[config.mk]
export PLATFORM = sky130hd
export DESIGN_NAME = gls_ctrl
export DESIGN_NICKNAME = d
export VERILOG_FILES = /design/src/rtl/gls_pkg.sv /design/src/rtl/gls_ctrl.sv
export VERILOG_INCLUDE_DIRS = /design/src /design/src/rtl
export SDC_FILE = /design/constraint.sdc
export NUM_CORES = 1
export LEC_CHECK = 0
export ABC_AREA = 1
export BUFFER_PORTS_ARGS = -buffer_cell sky130_fd_sc_hd__buf_4
export CORE_AREA = 5 5 42 44
export DETAILED_ROUTE_END_ITERATION = 10
export DIE_AREA = 0 0 47 49
export GPL_ROUTABILITY_DRIVEN = 0
export PLACE_DENSITY = 0.54
export SLEW_MARGIN = 20
export SYNTH_ARGS = -nofsm -noshare
export SYNTH_HDL_FRONTEND = slang
export SYNTH_SLANG_ARGS = --single-unit
[constraint.sdc]
create_clock -name clk -period 1.3 [get_ports clk]
set_input_delay 0 -clock clk [delete_from_list [all_inputs] [get_ports clk]]
set_output_delay 0 -clock clk [all_outputs]
set_load 0.01 [all_outputs]
[src/rtl/grid_line_of_sight_defines.svh]
// Assertion macros shared by the grid line of sight RTL.
`ifndef GRID_LINE_OF_SIGHT_DEFINES_SVH
`define GRID_LINE_OF_SIGHT_DEFINES_SVH

`ifndef ASSERT_OFF

// Check a property on every clock edge outside reset.
`define GLS_ASSERT(label, prop) \
    label: assert property (@(posedge clk) disable iff (!rst_n) (prop)) \
        else $error("grid_line_of_sight: assertion failed");

// Check that a condition implies a result in the same cycle.
`define GLS_ASSERT_IMPL(label, cond, res) \
    `GLS_ASSERT(label, (cond) |-> (res))

// Check that a condition implies a result in the next cycle.
`define GLS_ASSERT_NEXT(label, cond, res) \
    `GLS_ASSERT(label, (cond) |=> (res))

`else

`define GLS_ASSERT(label, prop)
`define GLS_ASSERT_IMPL(label, cond, res)
`define GLS_ASSERT_NEXT(label, cond, res)

`endif

`endif

[src/rtl/gls_pkg.sv]
// Shared constants, codes and control/status types for the grid line of sight block.
package gls_pkg;

    localparam int MAP_WIDTH  = 128;
    localparam int MAP_HEIGHT = 64;
    localparam int MAP_CELLS  = MAP_WIDTH * MAP_HEIGHT;

    localparam int CX_W   = 7;            // column field width
    localparam int CY_W   = 6;            // row field width
    localparam int PX_W   = CX_W + 2;     // signed walk column, one cell off the map
    localparam int PY_W   = CY_W + 2;     // signed walk row
    localparam int ERR_W  = CX_W + 3;     // signed error term
    localparam int ADDR_W = CX_W + CY_W;
    localparam int CFG_W  = 7;            // widest register
    localparam int IDX_W  = 2;

    localparam logic [1:0] CMD_WRITE = 2'd0;
    localparam logic [1:0] CMD_MOVE  = 2'd1;
    localparam logic [1:0] CMD_VIEW  = 2'd2;

    localparam logic [IDX_W-1:0] REG_PLAYER_X     = 2'd0;
    localparam logic [IDX_W-1:0] REG_PLAYER_Y     = 2'd1;
    localparam logic [IDX_W-1:0] REG_PLAYER_VALID = 2'd2;

    typedef struct packed {
        logic load;        // capture a query
        logic write_cell;  // write the map cell
        logic advance;     // take the next line step, read its cell
        logic back_off;    // take back the minor step, read that cell
        logic finish;      // capture the walk result
        logic finish_now;  // capture the result of a write or unused command
    } gls_ctrl_t;

    typedef struct packed {
        logic step_zero;   // target equals start
        logic blocked;     // current cell is blocked
        logic at_target;   // current cell is the target
        logic need_back;   // blocked with negative error off the target
    } gls_stat_t;

endpackage

[src/rtl/gls_ctrl.sv]
// Controller state machine that sequences the line walk.
`include "grid_line_of_sight_defines.svh"

module gls_ctrl (
    input  logic                  clk,
    input  logic                  rst_n,
    input  logic                  start,
    input  logic [1:0]            command,
    input  gls_pkg::gls_stat_t    stat,
    output gls_pkg::gls_ctrl_t    ctrl,
    output logic                  busy,
    output logic                  done
);

    localparam logic [1:0] ST_IDLE = 2'd0;
    localparam logic [1:0] ST_ADV  = 2'd1;
    localparam logic [1:0] ST_EVAL = 2'd2;
    localparam logic [1:0] ST_BACK = 2'd3;

    logic [1:0] state_reg;
    logic [1:0] state_next;
    logic       done_reg;
    logic       done_next;
    logic       is_query;

    assign is_query = (command == gls_pkg::CMD_MOVE) || (command == gls_pkg::CMD_VIEW);

    always_comb
    begin
        state_next = state_reg;
        ctrl       = '0;
        case (state_reg)
            ST_IDLE:
            begin
                if (start)
                begin
                    if (is_query)
                    begin
                        ctrl.load  = 1'b1;
                        state_next = ST_ADV;
                    end
                    else
                    begin
                        ctrl.write_cell = (command == gls_pkg::CMD_WRITE);
                        ctrl.finish_now = 1'b1;
                    end
                end
            end
            ST_ADV:
            begin
                if (stat.step_zero)
                begin
                    ctrl.finish = 1'b1;
                    state_next  = ST_IDLE;
                end
                else
                begin
                    ctrl.advance = 1'b1;
                    state_next   = ST_EVAL;
                end
            end
            ST_EVAL:
            begin
                if (stat.need_back)
                begin
                    ctrl.back_off = 1'b1;
                    state_next    = ST_BACK;
                end
                else if (stat.at_target || stat.blocked)
                begin
                    ctrl.finish = 1'b1;
                    state_next  = ST_IDLE;
                end
                else
                begin
                    ctrl.advance = 1'b1;
                end
            end
            ST_BACK:
            begin
                if (stat.at_target || stat.blocked)
                begin
                    ctrl.finish = 1'b1;
                    state_next  = ST_IDLE;
                end
                else
                begin
                    ctrl.advance = 1'b1;
                    state_next   = ST_EVAL;
                end
            end
            default:
            begin
                state_next = ST_IDLE;
            end
        endcase
    end

    assign done_next = ctrl.finish || ctrl.finish_now;

    always_ff @(posedge clk or negedge rst_n)
    begin
        if (!rst_n)
        begin
            state_reg <= ST_IDLE;
            done_reg  <= 1'b0;
        end
        else
        begin
            state_reg <= state_next;
            done_reg  <= done_next;
        end
    end

    assign busy = (state_reg != ST_IDLE);
    assign done = done_reg;

    `GLS_ASSERT_NEXT(a_query_goes_busy, start && !busy && is_query, busy && !done)
    `GLS_ASSERT_NEXT(a_write_answers_next, start && !busy && !is_query, done && !busy)
    `GLS_ASSERT_IMPL(a_done_when_idle, done, !busy)
    `GLS_ASSERT_NEXT(a_single_back_off, state_reg == ST_BACK, state_reg != ST_BACK)
    `GLS_ASSERT_IMPL(a_back_from_eval, state_reg == ST_BACK, $past(state_reg) == ST_EVAL)

endmodule

==> results of run 1 <==
[cells in the final DEF, fill, tap and decap left out, drive strengths merged]
cell,n
nand3,6
a21oi,1
clkbuf,4
dfrtp,3
dlygate4sd3,1
nand2,9
buf,16
o21ai,1
inv,11
ha,1
nor2,5
[layer usage]
metal / vias up / share of wire / GRT usage
li1: 151 / - / -
met1: 123 / 0.41 / 0.07489
met2: 14 / 0.48 / 0.08824
met3: 0 / 0.11 / 0.04797
met4: 0 / 0 / 0.04147
met5: - / 0 / 0
[power by group through the flow]
stage	registers (mW)	logic (mW)	clock network, mW
after CTS	0.175	0.417	0.173
after global placement	0.170	0.408	0
after floorplan	0.174	0.219	0
after detailed placement	0.174	0.409	0
after global routing	0.185	0.460	0.183
final	0.179	0.409	0.164
[final timing paths]
path / cells past startpoint / slack, ns / endpoint / from
max in group asynchronous: 2 / 1.11 / state_reg[1] / rst_n
max reg2reg: 3 / 0.44 / done / state_reg[1]
min in group asynchronous: 2 / 0.09 / done / rst_n
min: 3 / 0.03 / state_reg[0] / stat[0]
max: 5 / 0.18 / ctrl[3] / state_reg[1]
min reg2reg: 2 / 0.64 / done / state_reg[1]
[worst register-to-register path, cell delays in order, from the launching register on]
cell     delay, ns
dfrtp_1       0.41
nor2_2        0.16
nand3_1       0.11
nand3_1       0.11
[repair_timing]
action	in CTS	in global routing
gates resized for setup	0	1
hold buffers	1	0
endpoints found under the hold margin	3	0
setup endpoints to repair	0	1
setup buffers	0	0
[through the flow]
stage / area (um^2) / hold WS (ns) / instances
finish: 419.2 / 0.02768 / 74
global route: 419.2 / 0.03500 / 74
CTS: 416.7 / 0.02723 / 74
detailed placement: 380.4 / -0.2081 / 69
global placement: 380.4 / -0.2088 / 69
floorplan: 240.2 / -0.2956 / 37
[cell families after synthesis]
family	Yosys count
AO/OA/AOI/OAI	2
adder cells (fa/ha/maj)	1
buffers and inverters	11
flip-flops	3
AND/OR/NAND/NOR	20
[area by class of cell]
class                           instances  area (um^2)  area share
Timing Repair Buffer                   17        130.1      0.3104
Multi-Input combinational cell         23        126.4      0.3015
Sequential cell                         3        75.07      0.1791
Clock buffer                            4        26.28     0.06269
Tap cell                               16        20.02     0.04776
Inverter                               11        41.29     0.09851
==> impl_results.md, run 1 <==
* Synthesis-stage register bit count at 3
* CTS clock-pin slew for the worst setup and hold paths at 0.03 ns
* Clock Path Buffers at 2
* Critical path buffers and inverters at 2
* Max-Cap Viols at 0
* Tightest Hold Check Type: in2reg
* Max stage delay on crit path at 0.41 ns
* Vias in the first global route at 296
* Drt via density at 3.892
* Fillers at 168
* Crit path max fanout at 4
* Min Tclk post-route at 1.122 ns
* Crit Path Category: reg2out
* Final Total Pwr at 0.7522 mW
* Core footprint at 1401 um^2
* Ports at 17
* Worst slack at placement at 0.3800 ns
* Flop pwr share at 0.238
* Synth Area in Compound Gates at 0.05729
* Root buf cell: clkbuf_4
* CTS tree: done
* Post-synth EDFFs at 0
* Sequential share of the synthesized area at 0.3125
* Total CTS buffers at 3
* Pin count of the biggest net entering global routing at 5
* Crit path required time at 1.30 ns
* Delay-heaviest family, CP: flip-flops
* Avg WL per Cell at 8.716 um
* Routed Wire Length at 645 um
* Leakage at 0.2698 nW
* Simple-gate area share of the yosys netlist at 0.4063
* Post-synthesis xor/xnor area fraction at 0
* GR Overflow Total at 0
* Mapped Area at 240.2 um^2
* Slew Limit Fails at 0
* Final setup margin at 0.1780 ns
* Count leader, synth: inv_1
* Max reg flops at 2
* Die Wd at 47 um
* CTS H-tree lvls at 1
* Max Fclk at 891.3 MHz
* DRC at 0
* Int Pwr at 0.4446 mW
* Diode count at 0
* First-pass GRT wire length at 1055 um
* CP Launch Type: flop
* Nets@finish at 69
* Worst Skew at 0.002020 ns
* Layout area overhead at 74.48%
* Clk sinks at 3
* Top-area cell type share of the netlist area at 0.3125
* Mapped Cells at 37
* Syn_area_per_cell at 6.493 um^2
* Switching part of the total power at 0.4089
* PD cells at 1795 nW/um^2
* Critical path arrival at 1.12 ns
* Detail Placement HPWL at 534.2 um
* Starting DRT DRC Count at 1
* Clk Latency, worst-skew pair at 0.23 ns
* Combinational share of power at 0.544
* Asr flop ratio synth at 1.000
* Count of final setup violators at 0
* Setup TNS at 0 ns
* Tightest Pin Transition at 0.1712 ns
* Fin crit share at 0.8631
* CP cell instances: inv_2 -> nor2_2 -> nand3_2 -> nand2_1 -> buf_4
* Ys Warns at 0
* Main synth FF type: dfrtp_1
* Die H at 49 um
* Synth cell count leaders: 10 x inv_1, 8 x nand2_1, 4 x nand3_1, 4 x nor2_1, 3 x dfrtp_1
* Initial Utilization at 0.1714
* Status: completed
* Rel. slew slack at 0.8859
* Switching power total at 0.3076 mW
* Unrepaired setup endpoints after global routing: false
* Total global-route track usage at 0.06695
* Largest area contributor in the netlist: dfrtp_1
* Cell row count at 14
* Die ar. at 2303 um^2
* Clock power frac at 0.218
* Largest cells by area after synthesis: dfrtp_1 31%, inv_1 16%, nand2_1 13%, nand3_1 8.3%, nand3_2 8.3%
* Initial antenna violation count at 0
* Count of input and output buffers at 16
* Final core occ at 0.2991
* Peak VDD IR at 0.0006978 V
* CP max-delay cell: dfrtp_1
* Worst Setup End Kind: output port
* Layout cells sized above 1 at 0.4483
* Syn nets at 47
* Post-synthesis mux area share at 0
* Synth cell types at 12
* Largest family of logic cells by synthesized area: simple AND/OR/NAND/NOR gates
* Post-Synth Adder-Cell Area at 0.05208
* Routed Antenna Nets at 0
* Detailed Routing Iterations Pass 1 at 3
* Final Hold Fails at 0
* Via count at 288
No activity file was read; power rests on OpenSTA's default activity.
==> run 2: changes to the inputs <==
- BUFFER_PORTS_ARGS: -buffer_cell sky130_fd_sc_hd__buf_4 -> not set
- DONT_BUFFER_PORTS: not set -> 1
- PLACE_DENSITY: 0.54 -> 0.43
==> run 2 against run 1 <==
Compared with the run above:
- via count shrank 11%
- utilization shrank 5.2 points
- clock skew shrank 0.00082 ns
- worst setup slack lost 0.034 ns
- sequential power is essentially flat
- first-iteration DRC count grew to 4.0 times the previous value
- sequential share of layout area grew 3.8 points
- global-route usage grew 0.15 points
- hold slack lost 0.017 ns
- combinational power shrank 35%
- flip-flop and latch count is the same
- clock-buffer cell count is the same
==> impl_results.md, run 2 (synthesized netlist as in run 1, its figures left out) <==
* CTS clock-pin slew for the worst setup and hold paths at 0.04 ns (about the same)
* Clk sinks at 3 (unchanged)
* Ports at 17 (unchanged)
* Pin count of the biggest net entering global routing at 5 (unchanged)
* Max stage delay on crit path at 0.41 ns (about the same)
* Fillers at 160 (-4.8%)
* GR Overflow Total at 0 (unchanged)
* Root buf cell: clkbuf_4
* CTS H-tree lvls at 1 (unchanged)
* Die ar. at 2303 um^2 (unchanged)
* Final core occ at 0.2473 (-0.05179)
* Die H at 49 um (unchanged)
* Worst Skew at 0.001203 ns (-0.0008174 ns)
* Commonest non-fill, non-tap cell in the layout: inv_1
* Max-Cap Viols at 0 (unchanged)
* Worst hold start: stat[3]
* Count of input and output buffers at 0 (-16)
* Detail Placement HPWL at 502.9 um (-5.9%)
* Tightest Pin Transition at 0.2176 ns (+0.04636 ns)
* Drt via density at 4.048 (+4.0%)
* Final Total Pwr at 0.6120 mW (-19%)
* Final Hold Fails at 0 (unchanged)
* Most used cell, CP: nor2_1
* Routed Antenna Nets at 0 (unchanged)
* Setup TNS at 0 ns (unchanged)
* Tightest Hold Check Type: in2reg
* Critical Path Source: state_reg[1]
* Routed Wire Length at 618 um (-4.2%)
* Unrepaired setup endpoints after global routing: false
* Cell row count at 14 (unchanged)
* Die Wd at 47 um (unchanged)
* Vias in the first global route at 277 (-6.4%)
* Worst slack at placement at 0.3769 ns (-0.003136 ns)
* Initial Utilization at 0.1714 (unchanged)
* Post-Place Cell Area at 260.3 um^2 (-32%)
* Max Fclk at 865.0 MHz (-2.9%)
* Nets@finish at 58 (-16%)
* Worst Setup End Kind: output port
* DRC at 0 (unchanged)
* Rel. slew slack at 0.8544 (-0.03144)
* CP cell instances: nor2_1 -> inv_1 -> nor2_1
* R2R Path Start: state_reg[1]
* Status: completed
* R2r setup slk at 0.39 ns (-0.05 ns)
* Clk Latency, worst-skew pair at 0.23 ns (about the same)
* Max reg flops at 2 (unchanged)
* CP max-delay cell: dfrtp_1
* Final instance area at 346.6 um^2 (-17%)
* Starting DRT DRC Count at 4 (+3)
* Leakage at 0.2100 nW (-22%)
* Layout cells sized above 1 at 0.1915 (-0.2568)
* Diode count at 0 (unchanged)
* Initial antenna violation count at 0 (unchanged)
* Fin crit share at 0.8892 (+0.02617)
* Detailed Routing Iterations Pass 1 at 3 (unchanged)
* Peak VDD IR at 0.0004939 V (-29%)
* CTS tree: done
* Most frequent cells in the layout: 10 x inv_1, 8 x nand2_1, 6 x dlygate4sd3_1, 4 x nor2_1, 4 x nand3_1
* Min Tclk post-route at 1.156 ns (+0.03402 ns)
* Delay-heaviest family, CP: flip-flops
* Crit path max fanout at 4 (unchanged)
* First-pass GRT wire length at 1055 um (unchanged)
* Crit path required time at 1.30 ns (about the same)
* Layout area overhead at 44.27%
* Avg WL per Cell at 9.810 um (+13%)
* Slew Limit Fails at 0 (unchanged)
* PD cells at 1766 nW/um^2 (-1.6%)
* Via count at 255 (-11%)
* CP Launch Type: flop
* Total global-route track usage at 0.06841 (+0.001458)
* Core footprint at 1401 um^2 (unchanged)
* Critical path arrival at 1.16 ns (+0.04 ns)
* Clock Path Buffers at 2 (unchanged)
* Final setup margin at 0.1440 ns (-0.03402 ns)
* Crit Path Category: reg2out
* Total CTS buffers at 3 (unchanged)
* Count of final setup violators at 0 (unchanged)
* Critical path buffers and inverters at 1 (-1)
## run 2: changes by cell type in the layout (fill, tap and decap cells not counted), sizes merged
cell | before | now
dlygate4sd3 | 1 | 6
buf | 16 | 0
## run 2: worst paths after layout
kind,to,depth (start not counted)
worst max-delay path,ctrl[4],3
worst min-delay path,state_reg[1],3
worst max register to register,done,3
worst min register to register,done,2
max in group asynchronous,state_reg[0],1
min in group asynchronous,done,1
## run 2: area by class of cell
cell class                      count  area (um^2)  share of cell area
Clock buffer                        4        26.28             0.07581
Inverter                           11        41.29              0.1191
Multi-Input combinational cell     23        123.9              0.3574
Sequential cell                     3        75.07              0.2166
Tap cell                           16        20.02             0.05776
Timing Repair Buffer                6        60.06              0.1733
## run 2: timing repair
item | 4_1_cts | 5_1_grt
hold buffers | 6 | 0
setup buffers | 0 | 0
hold endpoints to repair | 6 | 0
endpoints found under the setup margin | 0 | 0
gates resized for setup | 0 | 0
## run 2: report_power, final
| group | internal, mW | switching [mW] | leakage, nW |
|---|---|---|---|
| Clock | 0.115 | 0.0494 | 0.0150 |
| Sequential | 0.136 | 0.0439 | 0.0388 |
| Combinational | 0.0840 | 0.183 | 0.156 |
## run 2: through the flow
step,instances,hold WS (ns)
CTS,63,0.008665
global route,63,0.01425
global placement,53,-0.2955
floorplan,37,-0.2956
finish,63,0.01057
detailed placement,53,-0.2955
## run 2: tightest hold or removal path: stages
cell     delay, ns
a21oi_1       0.05
nand2_1       0.08
nand3_2       0.06
## run 2: layer usage
metal / routed length [um] / part of all wire / vias to the layer above / track usage
met5: 0 / 0 / - / 0
met1: 251 / 0.41 / 112 / 0.06843
met3: 63 / 0.10 / 0 / 0.05904
met4: 0 / 0 / 0 / 0.02765
met2: 303 / 0.49 / 14 / 0.09955
li1: - / - / 129 / -
==> run 3: changes to the inputs <==
- CORE_AREA: 5 5 42 44 -> 8 8 45 47
- DIE_AREA: 0 0 47 49 -> 0 0 53 55
==> run 3 against run 2 <==
Compared with the run above:
- hold slack worse by 0.0019 ns
- first-iteration DRC count decreased by 100%
- sequential power hardly changed
- utilization up 0.31 points
- via count down 3.9%
- final area unchanged
- sequential share of layout area unchanged
- largest cell class unchanged
- cell count is the same
==> impl_results.md, run 3 (synthesized netlist as in run 1, its figures left out) <==
* Starting DRT DRC Count at 0 (-4)
* Final Hold Fails at 0 (unchanged)
* Die H at 55 um (+12%)
* Total global-route track usage at 0.05030 (-0.01811)
* Final instance area at 346.6 um^2 (unchanged)
* Drt via density at 3.889 (-3.9%)
* Most frequent cells in the layout: 10 x inv_1, 8 x nand2_1, 6 x dlygate4sd3_1, 4 x nor2_1, 4 x nand3_1
* Critical path buffers and inverters at 1 (unchanged)
* Pin count of the biggest net entering global routing at 5 (unchanged)
* Layout cells sized above 1 at 0.1915 (unchanged)
* Via count at 245 (-3.9%)
* Max stage delay on crit path at 0.40 ns (about the same)
* CTS H-tree lvls at 1 (unchanged)
* Tightest Pin Transition at 0.2213 ns (+0.003737 ns)
* R2R Path Start: state_reg[1]
* Critical path arrival at 1.15 ns (about the same)
* Initial antenna violation count at 0 (unchanged)
* Peak VDD IR at 0.0005573 V (+13%)
* Fin crit share at 0.8874 (-0.001816)
* Commonest non-fill, non-tap cell in the layout: inv_1
* Detail Placement HPWL at 566.6 um (+13%)
* Setup Fix Bufs, Post-CTS at 0 (unchanged)
* Count of input and output buffers at 0 (unchanged)
* Routed Wire Length at 669 um (+8.3%)
* CP Capture Point: ctrl[4]
* Critical Path Source: state_reg[1]
* Worst slack at placement at 0.3708 ns (-0.006030 ns)
* Routed Antenna Nets at 0 (unchanged)
* Most used cell, CP: nor2_1
* Root buf cell: clkbuf_4
* CTS clock-pin slew for the worst setup and hold paths at 0.03 ns (about the same)
* Final setup margin at 0.1463 ns (+0.002361 ns)
* Reg2reg end: done
* Critical path depth at 3 (unchanged)
* Min Tclk post-route at 1.154 ns (-0.002361 ns)
* PD cells at 1769 nW/um^2 (+0.19%)
* Clock Path Buffers at 2 (unchanged)
* Final std cells w/o fill at 63 (unchanged)
* Rel. slew slack at 0.8519 (-0.002500)
* Tightest Hold Check Type: in2reg
* First-pass GRT wire length at 1076 um (+2.0%)
* Placed Instances at 53 (unchanged)
* Unrepaired setup endpoints after global routing: false
* Max Fclk at 866.8 MHz (+0.20%)
* Total CTS buffers at 3 (unchanged)
* Cell row count at 14 (unchanged)
* Diode count at 0 (unchanged)
* Ports at 17 (unchanged)
* Max reg flops at 2 (unchanged)
* Clk sinks at 3 (unchanged)
* Status: completed
* R2r setup slk at 0.39 ns (about the same)
* Layout area overhead at 44.27% (unchanged)
* Vias in the first global route at 284 (+2.5%)
* Die Wd at 53 um (+13%)
* Avg WL per Cell at 10.62 um (+8.3%)
* Crit path max fanout at 4 (unchanged)
* GR Overflow Total at 0 (unchanged)
* Final Total Pwr at 0.6131 mW (+0.19%)
* Max-Cap Viols at 0 (unchanged)
* Crit path required time at 1.30 ns (about the same)
* Initial Utilization at 0.1736 (+0.002170)
* Leakage at 0.2100 nW (unchanged)
* CP Launch Type: flop
* Die ar. at 2915 um^2 (+27%)
* DRC at 0 (unchanged)
* Setup TNS at 0 ns (unchanged)
* Fillers at 154 (-3.8%)
* CTS tree: done
* FF-to-FF path depth at 3 (unchanged)
* Count of final setup violators at 0 (unchanged)
* Worst Setup End Kind: output port
* Detailed Routing Iterations Pass 1 at 1 (-2)
* Core footprint at 1384 um^2 (-1.2%)
* Worst hold slack at 0.008636 ns (-0.001932 ns)
* CP cell instances: nor2_1 -> inv_1 -> nor2_1
* Footprint of the multi-input gates at 123.9 um^2 (unchanged)
* Post-Place Cell Area at 260.3 um^2 (unchanged)
* Worst Skew at 0.0002686 ns (-0.0009345 ns)
* Clk Latency, worst-skew pair at 0.23 ns (about the same)
* Register area at 75.07 um^2 (unchanged)
* Final core occ at 0.2505 (+0.003131)
* Crit Path Category: reg2out
* Delay-heaviest family, CP: flip-flops
* Nets@finish at 58 (unchanged)
* Slew Limit Fails at 0 (unchanged)
* Worst hold start: stat[3]
* CP max-delay cell: dfrtp_1
-- run 3: cell counts in the layout (fill, tap and decap cells not counted) --
No cell type changed its count.
-- run 3: tightest hold or removal path, stage by stage --
cell	delay [ns]
a21oi_1	0.04
nand2_1	0.08
nand3_2	0.06
-- run 3: power breakdown --
group / leakage [nW] / total (mW) / internal (mW) / switching [mW]
registers: 0.0388 / 0.181 / 0.136 / 0.0449
logic: 0.156 / 0.272 / 0.0838 / 0.188
clock network: 0.0150 / 0.160 / 0.115 / 0.0450
total: 0.210 / 0.613 / 0.335 / 0.278
-- run 3: how the worst min path moves through the flow --
| stage | endpoint | slack [ns] | cells after the start |
|---|---|---|---|
| after floorplan | done | -0.30 | 0 |
| after global placement | done | -0.30 | 0 |
| after detailed placement | done | -0.30 | 0 |
| after CTS | state_reg[1] | 0.005 | 3 |
| after global routing | done | 0.02 | 1 |
| final | state_reg[1] | 0.009 | 3 |
-- run 3: cell type report --
class	instances	area share
inverter	11	0.1191
tap	16	0.05776
timing repair buffer	6	0.1733
clock buffer	4	0.07581
sequential	3	0.2166
multi-input combinational	23	0.3574
-- run 3: layer usage --
metal | GRT usage | part of all wire | vias up | wire length (um)
li1 | - | - | 129 | -
met1 | 0.05632 | 0.50 | 106 | 335
met2 | 0.08008 | 0.44 | 10 | 297
met3 | 0.03743 | 0.054 | 0 | 36
met4 | 0 | 0 | 0 | 0
met5 | 0 | 0 | - | 0
-- run 3: repair_timing --
action / 4_1_cts / 5_1_grt
endpoints found under the hold margin: 6 / 0
setup endpoints to repair: 0 / 0
hold buffers: 6 / 0
resized for setup: 0 / 0
